`config.mk`:
```
export PLATFORM = sky130hd
export DESIGN_NAME = packed_delta_triangle_strip_decoder_core_flat
export DESIGN_NICKNAME = d
export VERILOG_FILES = /design/src/rtl/core/pdts_pkg.sv /design/src/rtl/core/pdts_if.sv /design/src/rtl/core/pdts_front.sv /design/src/rtl/core/pdts_queue.sv /design/src/rtl/core/pdts_back.sv /design/src/rtl/core/packed_delta_triangle_strip_decoder_core.sv /design/src/flat_wrapper.sv
export SDC_FILE = /design/constraint.sdc
export NUM_CORES = 1
export LEC_CHECK = 0
export BUFFER_PORTS_ARGS = -buffer_cell sky130_fd_sc_hd__clkbuf_2
export CAP_MARGIN = 20
export CORE_AREA = 2 2 276 278
export DETAILED_ROUTE_END_ITERATION = 8
export DIE_AREA = 0 0 278 280
export PLACE_DENSITY = 0.51
export SLEW_MARGIN = 25
export SYNTH_ARGS = -nofsm -noshare
export SYNTH_HDL_FRONTEND = slang
export SYNTH_SLANG_ARGS = --single-unit
export TNS_END_PERCENT = 30
```
`constraint.sdc`:
```
create_clock -name i_clk -period 17.15 [get_ports i_clk]
set_clock_uncertainty 0.05 [all_clocks]
set_input_delay 0.8575 -clock i_clk [delete_from_list [all_inputs] [get_ports i_clk]]
set_output_delay 0.8575 -clock i_clk [all_outputs]
set_load 0.01 [all_outputs]
```
`src/rtl/core/pdts_pkg.sv`:
```
package pdts_pkg;

    localparam int INDEX_WIDTH   = 32;
    localparam int BYTE_BITS     = 8;
    localparam int STRIP_CORNERS = 3;

    localparam int CORNER_W = 32;
    localparam int BUF_W    = 40;
    localparam int HELD_W   = 6;
    localparam int CNT_W    = 31;
    localparam int CFG_W    = 6;
    localparam int APB_W    = 32;
    localparam int APB_ADDR_W = 3;

    localparam int Q_DEPTH = 4;
    localparam int Q_PTR_W = $clog2(Q_DEPTH);
    localparam int Q_CNT_W = $clog2(Q_DEPTH + 1);

    localparam logic             OP_BEGIN = 1'b0;
    localparam logic             OP_DATA  = 1'b1;
    localparam logic             REG_INDEX_BITS = 1'b0;
    localparam logic [CFG_W-1:0] INDEX_BITS_RESET = CFG_W'(8);

    localparam int FIELD_CAP_INT = (INDEX_WIDTH < 32) ? INDEX_WIDTH : 32;
    localparam logic [HELD_W-1:0] FIELD_CAP = HELD_W'(FIELD_CAP_INT);
    localparam logic [CORNER_W-1:0] IDX_MASK = {CORNER_W{1'b1}} >> (CORNER_W - INDEX_WIDTH);

    typedef struct packed {
        logic             op;
        logic [CNT_W-1:0] arg;
    } t_cmd;

    typedef struct packed {
        logic [CORNER_W-1:0] corner_a;
        logic [CORNER_W-1:0] corner_b;
        logic [CORNER_W-1:0] corner_c;
        logic                last_of_run;
    } t_tri;

    function automatic logic [HELD_W-1:0] field_width(input logic [CFG_W-1:0] bits);
        logic [HELD_W-1:0] w;
        w = HELD_W'(bits);
        if (w == '0) begin
            w = HELD_W'(1);
        end else if (w > FIELD_CAP) begin
            w = FIELD_CAP;
        end
        return w;
    endfunction

endpackage

```
`src/rtl/core/pdts_if.sv`:
```
interface pdts_in_if import pdts_pkg::*; ();
    logic             valid;
    logic             ready;
    logic             opcode;
    logic [CNT_W-1:0] value;

    modport source (output valid, output opcode, output value, input ready);
    modport sink (input valid, input opcode, input value, output ready);
endinterface

interface pdts_out_if import pdts_pkg::*; ();
    logic                valid;
    logic                ready;
    logic [CORNER_W-1:0] corner_a;
    logic [CORNER_W-1:0] corner_b;
    logic [CORNER_W-1:0] corner_c;
    logic                last_of_run;

    modport source (output valid, output corner_a, output corner_b, output corner_c,
                    output last_of_run, input ready);
    modport sink (input valid, input corner_a, input corner_b, input corner_c,
                  input last_of_run, output ready);
endinterface

```
`src/rtl/core/pdts_front.sv`:
```
module pdts_front import pdts_pkg::*; (
    input  logic                  i_clk,
    input  logic                  i_rst_n,
    pdts_in_if.sink               i_in,
    input  logic                  psel,
    input  logic                  penable,
    input  logic                  pwrite,
    input  logic [APB_ADDR_W-1:0] paddr,
    input  logic [APB_W-1:0]      pwdata,
    output logic [APB_W-1:0]      prdata,
    output logic                  pready,
    output logic                  o_push_valid,
    output t_cmd                  o_push_cmd,
    input  logic                  i_push_ready,
    output logic [HELD_W-1:0]     o_field_width
);

    logic [CFG_W-1:0] r_index_bits;
    logic [CFG_W-1:0] n_index_bits;
    logic             cfg_wr;

    assign cfg_wr = psel && penable && pwrite && (paddr[2] == REG_INDEX_BITS);

    always_comb begin
        n_index_bits = r_index_bits;
        if (cfg_wr) begin
            n_index_bits = pwdata[CFG_W-1:0];
        end
    end

    always_ff @(posedge i_clk) begin
        if (!i_rst_n) begin
            r_index_bits <= INDEX_BITS_RESET;
        end else begin
            r_index_bits <= n_index_bits;
        end
    end

    assign pready = 1'b1;
    assign prdata = (paddr[2] == REG_INDEX_BITS) ? APB_W'(r_index_bits) : '0;
    assign o_field_width = field_width(r_index_bits);

    // A data item only ever carries its low byte onward.
    always_comb begin
        o_push_cmd.op = i_in.opcode;
        if (i_in.opcode == OP_BEGIN) begin
            o_push_cmd.arg = i_in.value;
        end else begin
            o_push_cmd.arg = CNT_W'(i_in.value[BYTE_BITS-1:0]);
        end
    end

    assign o_push_valid = i_in.valid;
    assign i_in.ready   = i_push_ready;

endmodule

```
`src/rtl/core/pdts_queue.sv`:
```
module pdts_queue import pdts_pkg::*; (
    input  logic i_clk,
    input  logic i_rst_n,
    input  logic i_push_valid,
    input  t_cmd i_push_cmd,
    output logic o_push_ready,
    output logic o_pop_valid,
    output t_cmd o_pop_cmd,
    input  logic i_pop
);

    t_cmd               r_mem [Q_DEPTH];
    logic [Q_PTR_W-1:0] r_wr_ptr;
    logic [Q_PTR_W-1:0] r_rd_ptr;
    logic [Q_CNT_W-1:0] r_count;
    logic               push;
    logic               pop;

    assign o_push_ready = (r_count != Q_CNT_W'(Q_DEPTH));
    assign o_pop_valid  = (r_count != '0);
    assign o_pop_cmd    = r_mem[r_rd_ptr];

    assign push = i_push_valid && o_push_ready;
    assign pop  = i_pop && o_pop_valid;

    always_ff @(posedge i_clk) begin
        if (!i_rst_n) begin
            r_wr_ptr <= '0;
            r_rd_ptr <= '0;
            r_count  <= '0;
        end else begin
            if (push) begin
                r_wr_ptr <= r_wr_ptr + Q_PTR_W'(1);
            end
            if (pop) begin
                r_rd_ptr <= r_rd_ptr + Q_PTR_W'(1);
            end
            if (push && !pop) begin
                r_count <= r_count + Q_CNT_W'(1);
            end else if (pop && !push) begin
                r_count <= r_count - Q_CNT_W'(1);
            end
        end
    end

    always_ff @(posedge i_clk) begin
        if (push) begin
            r_mem[r_wr_ptr] <= i_push_cmd;
        end
    end

endmodule

```
`src/rtl/core/pdts_back.sv`:
```
module pdts_back import pdts_pkg::*; (
    input  logic              i_clk,
    input  logic              i_rst_n,
    input  logic              i_pop_valid,
    input  t_cmd              i_pop_cmd,
    output logic              o_pop,
    input  logic [HELD_W-1:0] i_field_width,
    pdts_out_if.source        o_out
);

    logic [BUF_W-1:0]    r_buf,       n_buf;
    logic [HELD_W-1:0]   r_held,      n_held;
    logic [CORNER_W-1:0] r_run,       n_run;
    logic [CORNER_W-1:0] r_older,     n_older;
    logic [CORNER_W-1:0] r_newer,     n_newer;
    logic [CNT_W-1:0]    r_left,      n_left;
    logic [CNT_W-1:0]    r_pos,       n_pos;
    logic                r_busy,      n_busy;
    logic                r_out_valid, n_out_valid;
    t_tri                r_out,       n_out;

    logic                out_free;
    logic                is_begin;
    logic                append;
    logic                live;
    logic [BUF_W-1:0]    v_buf;
    logic [HELD_W-1:0]   v_held;
    logic                can_ext;
    logic                emits;
    logic                do_ext;
    logic [HELD_W-1:0]   shamt;
    logic [BUF_W-1:0]    shifted;
    logic [CORNER_W-1:0] fmask;
    logic [CORNER_W-1:0] z;
    logic [CORNER_W-1:0] delta;
    logic [CORNER_W-1:0] fresh;
    logic [HELD_W-1:0]   held_after;
    logic [CNT_W-1:0]    left_after;
    logic                more;

    assign out_free = !r_out_valid || o_out.ready;
    assign o_pop    = !r_busy && i_pop_valid;
    assign is_begin = o_pop && (i_pop_cmd.op == OP_BEGIN);
    assign append   = o_pop && (i_pop_cmd.op == OP_DATA) && (r_left != '0);
    assign live     = r_busy || append;

    assign v_buf  = append ? {r_buf[BUF_W-BYTE_BITS-1:0], i_pop_cmd.arg[BYTE_BITS-1:0]} : r_buf;
    assign v_held = append ? r_held + HELD_W'(BYTE_BITS) : r_held;

    assign can_ext = live && (v_held >= i_field_width) && (r_left != '0);
    assign emits   = (r_pos >= CNT_W'(STRIP_CORNERS - 1));
    assign do_ext  = can_ext && (!emits || out_free);

    // One field a cycle unless the output stalls; MSB first, then undo zigzag.
    assign shamt   = v_held - i_field_width;
    assign shifted = v_buf >> shamt;
    assign fmask   = {CORNER_W{1'b1}} >> (HELD_W'(CORNER_W) - i_field_width);
    assign z       = shifted[CORNER_W-1:0] & fmask;
    assign delta   = (z >> 1) ^ {CORNER_W{z[0]}};
    assign fresh   = (r_run + delta) & IDX_MASK;

    assign held_after = do_ext ? v_held - i_field_width : v_held;
    assign left_after = do_ext ? r_left - CNT_W'(1) : r_left;
    assign more       = (held_after >= i_field_width) && (left_after != '0);

    always_comb begin
        n_buf   = r_buf;
        n_held  = r_held;
        n_run   = r_run;
        n_older = r_older;
        n_newer = r_newer;
        n_left  = r_left;
        n_pos   = r_pos;
        n_busy  = r_busy;
        if (is_begin) begin
            n_buf   = '0;
            n_held  = '0;
            n_run   = '0;
            n_older = '0;
            n_newer = '0;
            n_pos   = '0;
            n_left  = i_pop_cmd.arg;
            n_busy  = 1'b0;
        end else if (live) begin
            if (do_ext) begin
                n_run   = fresh;
                n_older = r_newer;
                n_newer = fresh;
                n_pos   = r_pos + CNT_W'(1);
                n_left  = left_after;
            end
            if (left_after == '0) begin
                n_buf  = '0;
                n_held = '0;
                n_busy = 1'b0;
            end else begin
                n_buf  = v_buf;
                n_held = held_after;
                n_busy = more;
            end
        end
    end

    always_comb begin
        n_out_valid = r_out_valid;
        n_out       = r_out;
        if (do_ext && emits) begin
            n_out_valid       = 1'b1;
            n_out.corner_a    = r_older;
            n_out.corner_b    = r_pos[0] ? fresh : r_newer;
            n_out.corner_c    = r_pos[0] ? r_newer : fresh;
            n_out.last_of_run = !more;
        end else if (o_out.ready) begin
            n_out_valid = 1'b0;
        end
    end

    always_ff @(posedge i_clk) begin
        if (!i_rst_n) begin
            r_buf       <= '0;
            r_held      <= '0;
            r_run       <= '0;
            r_older     <= '0;
            r_newer     <= '0;
            r_left      <= '0;
            r_pos       <= '0;
            r_busy      <= 1'b0;
            r_out_valid <= 1'b0;
        end else begin
            r_buf       <= n_buf;
            r_held      <= n_held;
            r_run       <= n_run;
            r_older     <= n_older;
            r_newer     <= n_newer;
            r_left      <= n_left;
            r_pos       <= n_pos;
            r_busy      <= n_busy;
            r_out_valid <= n_out_valid;
        end
    end

    always_ff @(posedge i_clk) begin
        r_out <= n_out;
    end

    assign o_out.valid       = r_out_valid;
    assign o_out.corner_a    = r_out.corner_a;
    assign o_out.corner_b    = r_out.corner_b;
    assign o_out.corner_c    = r_out.corner_c;
    assign o_out.last_of_run = r_out.last_of_run;

endmodule

```
`src/rtl/core/packed_delta_triangle_strip_decoder_core.sv`:
```
// Triangle-strip index decoder for a bit-packed stream of zigzag-coded deltas.
// Input channel i_in: opcode 0 begins a strip and carries the index count in
// value; opcode 1 carries one packed data byte in the low 8 bits of value.
// Output channel o_out: one item per triangle, corners with winding applied,
// and last_of_run set on the final triangle that a data byte produces.
// The APB port holds index_bits at address 0; write it only while idle.
// A byte goes through the queue; its results are held in the output register.
// Throughput: one input item per cycle while each byte yields at most one
// index and the output is not stalled; the back end extracts one field per
// cycle, and the four-entry queue absorbs the difference.
// A stalled receiver holds the output register; the back end then stops at
// the next triangle while the front keeps accepting until the queue fills.
// Reset sets index_bits to 8, clears all strip state and empties the queue.
module packed_delta_triangle_strip_decoder_core import pdts_pkg::*; (
    input  logic                  i_clk,
    input  logic                  i_rst_n,
    pdts_in_if.sink               i_in,
    pdts_out_if.source            o_out,
    input  logic                  psel,
    input  logic                  penable,
    input  logic                  pwrite,
    input  logic [APB_ADDR_W-1:0] paddr,
    input  logic [APB_W-1:0]      pwdata,
    output logic [APB_W-1:0]      prdata,
    output logic                  pready
);

    logic              push_valid;
    t_cmd              push_cmd;
    logic              push_ready;
    logic              pop_valid;
    t_cmd              pop_cmd;
    logic              pop;
    logic [HELD_W-1:0] field_w;

    pdts_front u_front (
        .i_clk         (i_clk),
        .i_rst_n       (i_rst_n),
        .i_in          (i_in),
        .psel          (psel),
        .penable       (penable),
        .pwrite        (pwrite),
        .paddr         (paddr),
        .pwdata        (pwdata),
        .prdata        (prdata),
        .pready        (pready),
        .o_push_valid  (push_valid),
        .o_push_cmd    (push_cmd),
        .i_push_ready  (push_ready),
        .o_field_width (field_w)
    );

    pdts_queue u_queue (
        .i_clk        (i_clk),
        .i_rst_n      (i_rst_n),
        .i_push_valid (push_valid),
        .i_push_cmd   (push_cmd),
        .o_push_ready (push_ready),
        .o_pop_valid  (pop_valid),
        .o_pop_cmd    (pop_cmd),
        .i_pop        (pop)
    );

    pdts_back u_back (
        .i_clk         (i_clk),
        .i_rst_n       (i_rst_n),
        .i_pop_valid   (pop_valid),
        .i_pop_cmd     (pop_cmd),
        .o_pop         (pop),
        .i_field_width (field_w),
        .o_out         (o_out)
    );

endmodule

```
`src/flat_wrapper.sv`:
```
// flat-port wrapper written by rule: the top's interface ports become plain ports
module packed_delta_triangle_strip_decoder_core_flat import pdts_pkg::*;
  (i_clk, i_rst_n, psel, penable, pwrite, paddr, pwdata, prdata, pready, i_in_valid, i_in_opcode, i_in_value, i_in_ready, o_out_valid, o_out_corner_a, o_out_corner_b, o_out_corner_c, o_out_last_of_run, o_out_ready);
  pdts_in_if i_in_i ();
  pdts_out_if o_out_i ();
  input  logic i_clk;
  input  logic i_rst_n;
  input  logic psel;
  input  logic penable;
  input  logic pwrite;
  input  logic [APB_ADDR_W-1:0] paddr;
  input  logic [APB_W-1:0] pwdata;
  output logic [APB_W-1:0] prdata;
  output logic pready;
  input wire logic [$bits(i_in_i.valid)-1:0] i_in_valid;
  input wire logic [$bits(i_in_i.opcode)-1:0] i_in_opcode;
  input wire logic [$bits(i_in_i.value)-1:0] i_in_value;
  output wire logic [$bits(i_in_i.ready)-1:0] i_in_ready;
  output wire logic [$bits(o_out_i.valid)-1:0] o_out_valid;
  output wire logic [$bits(o_out_i.corner_a)-1:0] o_out_corner_a;
  output wire logic [$bits(o_out_i.corner_b)-1:0] o_out_corner_b;
  output wire logic [$bits(o_out_i.corner_c)-1:0] o_out_corner_c;
  output wire logic [$bits(o_out_i.last_of_run)-1:0] o_out_last_of_run;
  input wire logic [$bits(o_out_i.ready)-1:0] o_out_ready;
  assign i_in_i.valid = i_in_valid;
  assign i_in_i.opcode = i_in_opcode;
  assign i_in_i.value = i_in_value;
  assign i_in_ready = i_in_i.ready;
  assign o_out_valid = o_out_i.valid;
  assign o_out_corner_a = o_out_i.corner_a;
  assign o_out_corner_b = o_out_i.corner_b;
  assign o_out_corner_c = o_out_i.corner_c;
  assign o_out_last_of_run = o_out_i.last_of_run;
  assign o_out_i.ready = o_out_ready;
  packed_delta_triangle_strip_decoder_core u_core (.i_clk(i_clk), .i_rst_n(i_rst_n), .i_in(i_in_i), .o_out(o_out_i), .psel(psel), .penable(penable), .pwrite(pwrite), .paddr(paddr), .pwdata(pwdata), .prdata(prdata), .pready(pready));
endmodule
```
==> results.txt <==
----------------------------------------------------
[Cells and area]
  Filler cell count ... 7,582
  Layout overhead on the synthesized area ... 14.5%
  Multi-input gate area in the final layout ... between 10,000 and 15,000 sq um
  Final Cell Area ... between 20,000 and 30,000 sq um
  Register Area ... 10,500 sq um
  Number of nets in the final layout ... between 2,000 and 2,500
  Share of cells above drive strength 1 ... around 18%
  Antenna Cells ... 0

[GRT]
  Global-route wire length before repair ... around 99,000 um
  Global route overflow ... 0
  Largest net degree at the start of global routing ... 85
  Via count of the first global-routing pass ... between 15,000 and 20,000
  Antenna violations before repair ... 0
  Total GRT Usage ... ~16%

[Pwr]
  Static Leak ... a little under 0.01 uW
  Worst supply voltage drop on vdd ... approximately 0.00015 V
  Power density normalized to cell area ... 169 nW/um^2

[Logic synthesis]
  Post-Syn Area ... between 20,000 and 25,000 sq um
  Commonest cells in the synthesized netlist ... 276 x nand2_1, 225 x edfxtp_1, 189 x dfxtp_1
  Cell type with the highest aggregate area in the netlist ... edfxtp_1
  Number of enable-type register cells in the synthesized netlist ... roughly 230
  Number of distinct standard cells referenced by the synthesized netlist ... a little over 80
  Post-Syn Instances ... ~2,100
  #FFs+latches synth ... 414
  Yosys Warn Count ... 0
  Most frequent cell after synthesis ... nand2_1
  Part of the Yosys area used for sequential elements ... a little under half
  Cell types occupying the most area after synthesis ... edfxtp_1 30%, dfxtp_1 17%, mux4_2 6.4%
  Most instantiated flip-flop cell in the synthesis netlist ... edfxtp_1
  Proportion of netlist area held by the largest area contributor ... roughly 30%
  Mean post-synth cell area ... roughly 10 sq um
  Ys async rst share ... 0%

[Drt]
  Final wirelength ... between 60,000 and 70,000 um
  Count of vias placed by the detailed router ... 16,835
  Number of vias per cell after detailed routing ... between 5 and 6
  Drt drc ... 0
  Number of nets with antenna violations after routing ... 0
  Detail-routed net length per standard cell ... 19.4 um
  DR pass1 iterations ... 7
  Initial DRC count ... roughly 1,100

[Worst setup path]
  Cell type with the highest occurrence count on the critical path ... a21oi_1
  Worst EP arrival ... between 9000 and 10,000 ps
  CP required ... approximately 17,000 ps
  Maximum fanout along the worst path ... 50
  Standard cell with the maximum stage delay on the critical path ... or4_1
  Max stage delay on crit path ... approximately 690 ps
  R2r worst-path depth ... 30
  Crit path capture type ... register
  CP Depth ... 30
  Number of buffers and inverters on the critical path ... 5
  Crit path kind ... register to register
  Sort of element at the start of the critical path ... register
  Family of cells with the greatest summed delay on the critical path ... compound AO/OA/AOI/OAI gates

[CTS]
  Post-CTS repair timing setup buffer count ... 0
  Hold_buf cts ... 0
  Maximum count of clock buffers along a single path ... 3
  Htree depth ... 2
  Clock insertion delay at the later pin of the skew report ... around 600 ps
  Number of buffers created by CTS ... between 40 and 50
  TritonCTS clock tree ... done
  Clock transition at the register clock pins on the worst setup and hold paths after CTS ... about 60 ps
  CTS-repair resized insts ... 0
  Clock root buffer master ... clkbuf_16
  Clock Sinks ... approximately 410

[STA]
  Transition time at the pin with the least slew margin ... approximately 1100 ps
  Part of the cycle the worst path needs ... between 50% and 60%
  Final hold violation count ... 0
  Worst slew margin relative to its limit ... between 20 and 30%
  Max Clock Freq ... about 100 MHz
  Setup repair after global routing missed its margin ... no
  Final Setup Violations ... 0
  Post-route setup TNS ... 0 ps
  Final Max Slew Viols ... 0
  Period minus WS final ... between 9000 and 10,000 ps

[Flow run]
  Count of maximum capacitance violations ... 0

[Floorplanning]
  Standard-cell row count ... approximately 100
  Total Die Area ... 77,800 sq um
  Width of the die ... around 280 um
  I/O pins ... 206
  Vertical extent of the die ... 280 um
  Core outline area ... ~75,000 sq um
  Effective utilization at floorplan ... 29.7%

[Place]
  Quantity of I/O buffers inserted on ports ... 150
  Area after detailed placement ... between 20,000 and 25,000 sq um
  Gp weighted congestion ... between 0.8 and 0.9
  Detailed Place HPWL ... ~45,000 um

[Status]
  Run status ... complete, no violations

[Min path]
  Number of cells traversed by the worst hold path ... 0
  Min-delay worst type ... register to register

----------------------------------------------------
-- final timing paths --
path	from	end	slack (ps)
min	u_core.u_back.r_older[15]$_SDFFE_PP0P_	u_core.u_back.o_out.corner_a[15]$_DFFE_PP_	380
min reg2reg	u_core.u_back.r_older[15]$_SDFFE_PP0P_	u_core.u_back.o_out.corner_a[15]$_DFFE_PP_	380
max reg2reg	u_core.u_back.r_left[1]$_SDFFE_PN0P_	u_core.u_back.o_out.corner_b[28]$_DFFE_PP_	7550
max	u_core.u_back.r_left[1]$_SDFFE_PN0P_	u_core.u_back.o_out.corner_b[28]$_DFFE_PP_	7550
-- state kept, by name, summed over array words and instances, names as in the netlist, named ones only --
signal	flops
u_core.u_queue.r_mem	128
u_core.u_back.r_buf	40
u_core.u_back.o_out.corner_a	32
u_core.u_back.o_out.corner_b	32
u_core.u_back.o_out.corner_c	32
u_core.u_back.r_newer	32
u_core.u_back.r_older	32
u_core.u_back.r_left	31
u_core.u_back.r_pos	31
u_core.u_back.r_held	6
u_core.u_front.r_index_bits	6
u_core.u_queue.r_count	3
u_core.u_queue.r_rd_ptr	2
u_core.u_queue.r_wr_ptr	2
u_core.u_back.o_out.last_of_run	1
u_core.u_back.o_out.valid	1
u_core.u_back.r_busy	1
-- area by class of cell --
cell class,count,area share (%)
multi-input combinational,1569,43.4
sequential,414,41.2
clock buffer,58,5.08
tap,978,4.79
timing repair buffer,185,3.96
clock inverter,30,1.07
inverter,35,0.514
-- placed cells by master, fill, tap and decap left out, drive strengths merged, types with 10 or more instances in the layout --
master / synthesis / routed
a211oi: 24 / 24
a21o: 19 / 19
a21oi: 147 / 147
a22o: 13 / 13
a31oi: 13 / 13
and2: 12 / 12
and3: 28 / 28
buf: 57 / 35
clkbuf: 99 / 208
clkinv: 2 / 21
conb: 2 / 27
dfxtp: 189 / 189
edfxtp: 225 / 225
ha: 60 / 60
inv: 33 / 36
mux2: 54 / 54
mux2i: 88 / 88
mux4: 63 / 63
nand2: 277 / 277
nand2b: 10 / 10
nand3: 59 / 59
nand4: 19 / 19
nor2: 181 / 181
nor2b: 51 / 51
nor3: 37 / 37
nor4: 22 / 22
o211ai: 11 / 11
o21ai: 78 / 78
o22ai: 12 / 12
or3: 10 / 10
xnor2: 53 / 53
xor2: 58 / 58
-- report_power, final --
group	total (uW)	internal, uW	leakage, uW	switching (uW)
Combinational	2030	678	0.00527	1350
Clock	1020	600	0.000763	419
Sequential	1280	1180	0.00371	99.3
-- cells by family (layout without fill, tap and decap cells) --
kind of cell	count (synthesis)	count (layout)	share of synthesized area, %
and+or+nand+nor	740	740	15.4
AOI/OAI and AO/OA	422	422	12.3
DFF	414	414	47.2
muxes	205	205	13.0
buffers and inverters	191	308	3.92
xor gates and xnor gates	111	111	4.39
adders and majority gates	64	64	3.72
other	2	27	0.0336
-- through the flow --
step | utilization (%) | total power, uW | std cells | hold slack [ps] | setup WS, ps
4_1_cts | 34.0 | 4350 | 3269 | 381 | 7460
5_1_grt | 34.0 | 4610 | 3269 | 389 | 6890
3_3_place_gp | 31.9 | 3290 | 3181 | 370 | 7550
6_report | 34.0 | 4320 | 3269 | 378 | 7550
3_5_place_dp | 31.9 | 3310 | 3181 | 367 | 7470
2_1_floorplan | - | 2750 | 2174 | 358 | 8180
-- metal layers --
metal | share of wire, % | GRT usage (%) | vias to the layer above
li1 | - | - | 8076
met1 | 45 | 21.4 | 8245
met2 | 47 | 26.8 | 428
met3 | 5.1 | 3.10 | 86
met4 | 2.2 | 4.21 | 0
met5 | 0 | 0 | -
No activity file was read; power rests on OpenSTA's default activity.
